$ cat src/rtl/core/gam_pkg.sv
// ----------------------------------------------------------------------------
// gam_pkg
// Shared constants, types and tables of the gradient angle map.
// ----------------------------------------------------------------------------
`default_nettype none
package gam_pkg;

  localparam int MAX_WIDTH    = 1024;
  localparam int MAX_HEIGHT   = 1024;
  localparam int COL_W        = $clog2(MAX_WIDTH);
  localparam int ROW_W        = 10;
  localparam int DIM_W        = ((COL_W > 11) ? COL_W : 11) + 2;
  localparam int PIX_W        = 8;

  localparam int ANGLE_BITS   = 16;
  localparam int ANG_FRAC     = 24;
  localparam int ANG_SHIFT    = ANG_FRAC + 1 - ANGLE_BITS;
  localparam int CORDIC_STEPS = 20;
  localparam int STEP_W       = 5;
  localparam int XY_W         = 29;
  localparam int Z_W          = 27;
  localparam int SQ_W         = 25;

  localparam int CFG_IDX_W    = 2;
  localparam int CFG_DATA_W   = 13;
  localparam logic [CFG_IDX_W-1:0] CFG_WIDTH  = 2'd0;
  localparam logic [CFG_IDX_W-1:0] CFG_HEIGHT = 2'd1;
  localparam logic [CFG_IDX_W-1:0] CFG_THRESH = 2'd2;

  typedef struct packed {
    logic [12:0] norm;
    logic [15:0] angle;
  } gam_result_t;

  // Arctangent of 2^-i, with 2^24 standing for pi.
  function automatic logic signed [Z_W-1:0] atan_entry(input logic [STEP_W-1:0] i);
    logic signed [Z_W-1:0] v;
    unique case (i)
      5'd0:    v = 27'sd4194304;
      5'd1:    v = 27'sd2476042;
      5'd2:    v = 27'sd1308273;
      5'd3:    v = 27'sd664100;
      5'd4:    v = 27'sd333339;
      5'd5:    v = 27'sd166832;
      5'd6:    v = 27'sd83436;
      5'd7:    v = 27'sd41721;
      5'd8:    v = 27'sd20861;
      5'd9:    v = 27'sd10430;
      5'd10:   v = 27'sd5215;
      5'd11:   v = 27'sd2608;
      5'd12:   v = 27'sd1304;
      5'd13:   v = 27'sd652;
      5'd14:   v = 27'sd326;
      5'd15:   v = 27'sd163;
      5'd16:   v = 27'sd81;
      5'd17:   v = 27'sd41;
      5'd18:   v = 27'sd20;
      5'd19:   v = 27'sd10;
      default: v = '0;
    endcase
    return v;
  endfunction

endpackage
`default_nettype wire

$ cat src/rtl/core/gam_math.sv
// ----------------------------------------------------------------------------
// gam_math
// Iterative gradient norm (bit-serial square root) and vectoring CORDIC angle.
// ----------------------------------------------------------------------------
`default_nettype none
module gam_math (
  input  wire                     clk_i,
  input  wire                     rst_ni,
  input  wire                     start_i,
  input  wire signed [8:0]        ad_i,
  input  wire signed [8:0]        bc_i,
  output logic                    done_o,
  output gam_pkg::gam_result_t    res_o
);

  logic                                  busy_q, done_q, zero_q;
  logic [gam_pkg::STEP_W-1:0]            step_q;
  logic signed [gam_pkg::XY_W-1:0]       x_q, y_q;
  logic signed [gam_pkg::Z_W-1:0]        z_q;
  logic [gam_pkg::SQ_W-1:0]              rem_q, root_q, bit_q;

  logic signed [17:0]                    ad_sq, bc_sq;
  logic [17:0]                           sum_sq;
  logic signed [9:0]                     y_in, x_in;
  logic signed [gam_pkg::XY_W-1:0]       dx, dy;
  logic [gam_pkg::SQ_W-1:0]              trial;
  logic signed [gam_pkg::Z_W-1:0]        z_rnd, z_sh;
  logic [23:0]                           ang_ext;

  assign ad_sq  = ad_i * ad_i;
  assign bc_sq  = bc_i * bc_i;
  assign sum_sq = 18'(ad_sq) + 18'(bc_sq);
  assign y_in   = 10'(ad_i) + 10'(bc_i);
  assign x_in   = 10'(bc_i) - 10'(ad_i);

  assign dx    = y_q >>> step_q;
  assign dy    = x_q >>> step_q;
  assign trial = root_q + bit_q;

  always_ff @(posedge clk_i or negedge rst_ni) begin
    if (!rst_ni) begin
      busy_q <= 1'b0;
      done_q <= 1'b0;
      step_q <= '0;
    end else if (start_i) begin
      busy_q <= 1'b1;
      done_q <= 1'b0;
      step_q <= '0;
    end else if (busy_q) begin
      if (step_q == gam_pkg::STEP_W'(gam_pkg::CORDIC_STEPS - 1)) begin
        busy_q <= 1'b0;
        done_q <= 1'b1;
      end
      step_q <= step_q + 1'b1;
    end
  end

  always_ff @(posedge clk_i) begin
    if (start_i) begin
      zero_q <= (ad_i == 9'sd0) && (bc_i == 9'sd0);
      rem_q  <= {sum_sq, 7'b0};
      root_q <= '0;
      bit_q  <= gam_pkg::SQ_W'(1) << 24;
      // Fold the left half plane onto the right one.
      if (x_in < 0) begin
        x_q <= gam_pkg::XY_W'(-x_in) <<< 16;
        y_q <= gam_pkg::XY_W'(-y_in) <<< 16;
        z_q <= (y_in >= 0) ? (gam_pkg::Z_W'(1) <<< gam_pkg::ANG_FRAC)
                           : -(gam_pkg::Z_W'(1) <<< gam_pkg::ANG_FRAC);
      end else begin
        x_q <= gam_pkg::XY_W'(x_in) <<< 16;
        y_q <= gam_pkg::XY_W'(y_in) <<< 16;
        z_q <= '0;
      end
    end else if (busy_q) begin
      if (y_q >= 0) begin
        x_q <= x_q + dx;
        y_q <= y_q - dy;
        z_q <= z_q + gam_pkg::atan_entry(step_q);
      end else begin
        x_q <= x_q - dx;
        y_q <= y_q + dy;
        z_q <= z_q - gam_pkg::atan_entry(step_q);
      end
      if (bit_q != '0) begin
        if (rem_q >= trial) begin
          rem_q  <= rem_q - trial;
          root_q <= (root_q >> 1) + bit_q;
        end else begin
          root_q <= root_q >> 1;
        end
        bit_q <= bit_q >> 2;
      end
    end
  end

  assign z_rnd   = z_q + (gam_pkg::Z_W'(1) <<< (gam_pkg::ANG_SHIFT - 1));
  assign z_sh    = z_rnd >>> gam_pkg::ANG_SHIFT;
  assign ang_ext = 24'(z_sh[gam_pkg::ANGLE_BITS-1:0]);

  assign done_o      = done_q;
  // The square root remainder tells whether to round the root up.
  assign res_o.norm  = 13'(root_q) + 13'(rem_q > root_q);
  assign res_o.angle = zero_q ? 16'd0 : ang_ext[15:0];

endmodule
`default_nettype wire

$ cat config.mk
export PLATFORM = sky130hd
export DESIGN_NAME = gam_math
export DESIGN_NICKNAME = d
export VERILOG_FILES = /design/src/rtl/core/gam_pkg.sv /design/src/rtl/core/gam_math.sv
export SDC_FILE = /design/constraint.sdc
export NUM_CORES = 1
export LEC_CHECK = 0
export BUFFER_PORTS_ARGS = -buffer_cell sky130_fd_sc_hd__clkbuf_2
export CELL_PAD_IN_SITES_DETAIL_PLACEMENT = 1
export CELL_PAD_IN_SITES_GLOBAL_PLACEMENT = 1
export CORE_ASPECT_RATIO = 1.4
export CORE_MARGIN = 5
export CORE_UTILIZATION = 55
export CTS_CLUSTER_SIZE = 40
export DETAILED_ROUTE_END_ITERATION = 12
export PLACE_DENSITY = 0.92
export SYNTH_ARGS = -nofsm -noshare
export SYNTH_HDL_FRONTEND = slang
export SYNTH_SLANG_ARGS = --single-unit
$ cat constraint.sdc
create_clock -name clk_i -period 19.4 [get_ports clk_i]
set_input_delay 1.94 -clock clk_i [delete_from_list [all_inputs] [get_ports clk_i]]
set_output_delay 1.94 -clock clk_i [all_outputs]
set_load 0.01 [all_outputs]
# Word level (Yosys, flattened, before mapping)

Memories as Yosys holds them, arrays and structs flattened.
Index checks and enable logic that the tools add are counted.

Bits in registers: 156
ROM bits: 1472
Memories kept: 2

Add/sub/neg operators: 17
$mul: 2
Order comparisons: 5
Equality and inequality tests: 1
Shifts and indexed selects: 2
Muxes and demuxes: 33
Reduce and logical (&&, ||, !) cells: 12

Memories:

| name             | words | bits a word | read ports | clocked after Yosys merged registers in | write ports | RTL line      | text |
|---|---|---|---|---|---|---|---|
| (name not given) | 32    | 23          | 1          | 0                                       | 0           | gam_pkg.sv:38 | `unique case (i)` |
| (name not given) | 32    | 23          | 1          | 0                                       | 0           | gam_pkg.sv:38 |  |

Operators with widths:

| cell                                                                                 | number |
|---|---|
| 27-bit two-way mux                                                                   | 11 |
| 29-bit two-way mux                                                                   | 8 |
| 25-bit two-way mux                                                                   | 5 |
| 29-bit adder                                                                         | 2 |
| 29-bit by 5-bit >>> shifter with 29-bit output                                       | 2 |
| 29-bit subtractor                                                                    | 2 |
| 9-bit by 9-bit multiplier with 18-bit output                                         | 2 |
| 29-bit by 1-bit greater-or-equal comparator with 1-bit output, second input constant | 1 |
| 27-bit adder                                                                         | 1 |
| 27-bit subtractor                                                                    | 1 |
| 10-bit negator with 13-bit output                                                    | 2 |
| 24-bit by 25-bit adder with 25-bit output                                            | 1 |
| 25-bit by 10-bit adder with 25-bit output, second input constant                     | 1 |
| 25-bit adder                                                                         | 1 |
| 25-bit greater-or-equal comparator                                                   | 1 |
| 25-bit > comparator                                                                  | 1 |
| 25-bit nonzero test                                                                  | 1 |
| 25-bit subtractor                                                                    | 1 |
| 18-bit adder                                                                         | 1 |
| 9-bit zero test                                                                      | 2 |
| 16-bit two-way mux                                                                   | 1 |
| 13-bit by 1-bit adder with 13-bit output                                             | 1 |
| 9-bit by 9-bit adder with 10-bit output                                              | 1 |
| 10-bit by 1-bit greater-or-equal comparator with 1-bit output, second input constant | 1 |
| other kinds (10)                                                                     | 21 |

# Logic depth before layout (Yosys ltp)

Word-level depth: 8
Mapped depth: 29
Mapped depth without buffers: 27

# Worst setup path before layout

No wires, ideal clock.

Kind: input to register
Start point: input bc_i[6]
End point: register rem_q[24] in the netlist's numbering, data pin
Data arrival time: 7886 ps
Data required time: 19146 ps
Setup slack: 11260 ps
Stages on the path: 24
Buffers on the path: 1
Cell sequence: clkbuf_1 -> and2_1 -> inv_1 -> fa_1 -> inv_1 -> fa_1 -> inv_1 -> fa_1 -> inv_1 -> fa_1 -> fa_1 -> fa_1 -> ha_1 -> ha_1 -> a21o_1 -> a21oi_1 -> o21bai_1 -> a21oi_1 -> nor2b_1 -> o21a_1 -> o31a_1 -> o41ai_1 -> xnor2_1 -> a21o_1

Longest elaborated chain between the ends: 3

RTL lines:

| what                                         | RTL line       | text |
|---|---|---|
| start: declaration                           | gam_math.sv:11 | `input wire signed [8:0] bc_i,` |
| 9-bit by 9-bit multiplier with 18-bit output | gam_math.sv:31 | `assign bc_sq = bc_i * bc_i;` |
| 18-bit adder                                 | gam_math.sv:32 | `assign sum_sq = 18'(ad_sq) + 18'(bc_sq);` |
| 25-bit two-way mux                           | gam_math.sv:59 | `if (start_i) begin` |
| end signal: assignment                       | gam_math.sv:61 | `rem_q <= {sum_sq, 7'b0};` |
| end signal: assignment                       | gam_math.sv:87 | `rem_q <= rem_q - trial;` |
| end: declaration                             | gam_math.sv:20 | `logic [gam_pkg::SQ_W-1:0] rem_q, root_q, bit_q;` |

Every way passes these cells.
A chain may end at the register's enable or synchronous reset.

# Worst setup path after layout

Start point: input ad_i[1]
End point: register rem_q[24] in the netlist's numbering, data pin

Longest elaborated chain between the ends: 3

RTL lines:

| what                                         | RTL line       | text |
|---|---|---|
| start: declaration                           | gam_math.sv:10 | `input wire signed [8:0] ad_i,` |
| 9-bit by 9-bit multiplier with 18-bit output | gam_math.sv:30 | `assign ad_sq = ad_i * ad_i;` |
| 18-bit adder                                 | gam_math.sv:32 |  |
| 25-bit two-way mux                           | gam_math.sv:59 |  |

Every way passes these cells.

==> flow_summary.ini <==
[layout]
area_growth_pct = 4.41
nets = 3371
layout-drive-gt1-share = 0.0862
antenna_cells = 0
final_area_um2 = 26800
fill_cells = 5457
fin_util = 0.582

[floorplan]
num_io_pins = 51
core_area_um2 = 46100
row_count = 93
die_y_um = 266
die-area_um2 = 51200
die_width_um = 193
start_util = 0.557

[yosys]
synth_nets = 3419
post-synth-top-count-cell = nor2_1
syn_area_per_cell_um2 = 8.58
ys_warn_count = 0
synth_area_um2 = 25700
yosysSeqAreaShare = 0.161
synth_top_area_frac = 0.127
yosys_most_used_dff = edfxtp_1
yosys-top-cells-count = 265 x nor2_1, 261 x ha_1, 259 x nand2_1
synthTopCellsByArea = ha_1 13%, edfxtp_1 12%, fa_1 11%
synth_top_area_cell = ha_1
ys_seq_elements = 154
synth-async-reset-ratio = 0.0455
synth_cell_type_count = 102
synth_edf_count = 102
syn_inst = 2993

[critical_path]
startpoint = ad_i[1]
crit_path_top_delay_cell = fa_1
worstPathRequired_ps = 19640
path_depth = 28
reg2reg_slack_ps = 11520
crit_arrival_ps = 8500
crit_type = in2reg
worst-path-max-fanout = 9
rr_startpoint = step_q[0]
endpoint = rem_q[24]
cpPeakStageDelay_ps = 560
crit_top_cell = inv_1
r2r-end = x_q[27]
worst_setup_path_end_kind = flip-flop
crit_buf_inv = 8
start_kind = input port
critPathTopFamily = adder cells
reg2reg_depth = 24

[clock_tree]
clock_sinks = 154
cts_root_buf = clkbuf_16
cts_resized = 0
ctsHoldBuffers = 0
clkTransAtPathRegs_ps = 80
clk_latency_ps = 470
cts_tree = yes
cts_htree_levels = 4
cts_buffers = 17
post-cts-setup-buffer-count = 0
cts_buffer_depth = 2

[sta]
whs_ps = 512
fin_setup_tns_ps = 0
drv_slew = 0
clock.fmax_mhz = 121
rsz0062_at_grt = no
slew_headroom = 0.313
skew_ps = 17.9
final-setup-viol-count = 0
period_needed_ps = 8260
worstMarginPinSlew_ps = 1020
min_period_over_period = 0.426
hold_violations = 0

[placement]
dp_hpwl_mm = 66.8
portBuffers = 50
dpl_cell_area_um2 = 26300
place.gp.congestion = 0.971

[global_routing]
grt_pass1_wl_mm = 137
grt_max_degree = 87
track_usage = 0.335
grt_pass1_vias = 25900
antenna_found_initial = 0
overflow = 0

[drt]
vias_per_cell = 6.64
wl_per_cell_um = 24.1
drt_iter0_drc = 1610
ant_nets = 0
dr.pass1.iters = 5
drc = 0
vias = 23700
wl_mm = 86.3

[flow_run]
maxCapViolCount = 0

[outcome]
outcome = finished clean

[worst_hold_path]
hp-class = reg2reg
==> layout by cell type (no fill, tap or decap), drive strengths merged, types with 57 or more instances in the layout <==
cell | netlist | final
a21oi | 151 | 151
inv | 251 | 259
ha | 261 | 261
nor2 | 266 | 266
fa | 144 | 144
edfxtp | 102 | 102
nor3 | 62 | 62
xnor2 | 175 | 175
clkbuf | 91 | 66
a21o | 67 | 67
a211oi | 57 | 57
o21ai | 168 | 168
nand2 | 259 | 259
mux4 | 60 | 60
xor2 | 92 | 92
==> how the worst min path moves through the flow <==
stage | startpoint | end | slack, ps | cells past startpoint
after global placement | rem_q[5] | rem_q[5] | 480 | 2
after floorplan | rem_q[3] | rem_q[3] | 450 | 2
after CTS | rem_q[4] | rem_q[4] | 510 | 2
after detailed placement | rem_q[4] | rem_q[4] | 500 | 2
after global routing | rem_q[4] | rem_q[4] | 520 | 2
final | rem_q[4] | rem_q[4] | 510 | 2
==> stage by stage <==
stage	worst slack, ps	cells
finish	11140	3575
global route	10740	3575
CTS	11120	3575
detailed placement	10620	3543
global placement	10780	3543
floorplan	11260	2993
==> worst min-delay path, delay by kind of cell (launching register included) <==
kind / cells / cell delay, ps
AND/OR/NAND/NOR: 1 / 70
AO/OA/AOI/OAI: 1 / 50
flip-flops: 1 / 350
==> flip-flops by register name (all words and copies together), names as in the netlist <==
| name | cells |
|---|---|
| root_q | 25 |
| rem_q | 25 |
| z_q | 25 |
| y_q | 29 |
| step_q | 5 |
| busy_q | 1 |
| done_o | 1 |
| x_q | 29 |
| bit_q | 13 |
| zero_q | 1 |
==> layer usage <==
metal	track usage	vias to the layer above	part of all wire
li1	-	10600	-
met1	0.365	11800	0.36
met2	0.603	921	0.52
met3	0.0377	385	0.044
met4	0.221	0	0.076
met5	0	-	0
==> layout make-up <==
cell class                 instances  area (um2)  area share
timing repair buffer              68         392      0.0146
tap                              617         772      0.0288
sequential                       154        4150       0.155
inverter                         252         946      0.0353
clock inverter                    15         133     0.00495
multi-input combinational       2452       20000       0.746
clock buffer                      17         425      0.0159
==> logic make-up after synthesis <==
kind of cell               count (synthesis)  share of synthesized area
and+or+nand+nor                          917                      0.173
DFF                                      154                      0.161
muxes                                    146                     0.0884
adders and majority gates                405                      0.239
buffers and inverters                    387                     0.0610
AOI/OAI and AO/OA                        716                      0.185
xor gates and xnor gates                 268                     0.0919
Power is not shown: default switching activity piles up to over one toggle a cycle in this logic, so the estimate is an artifact.
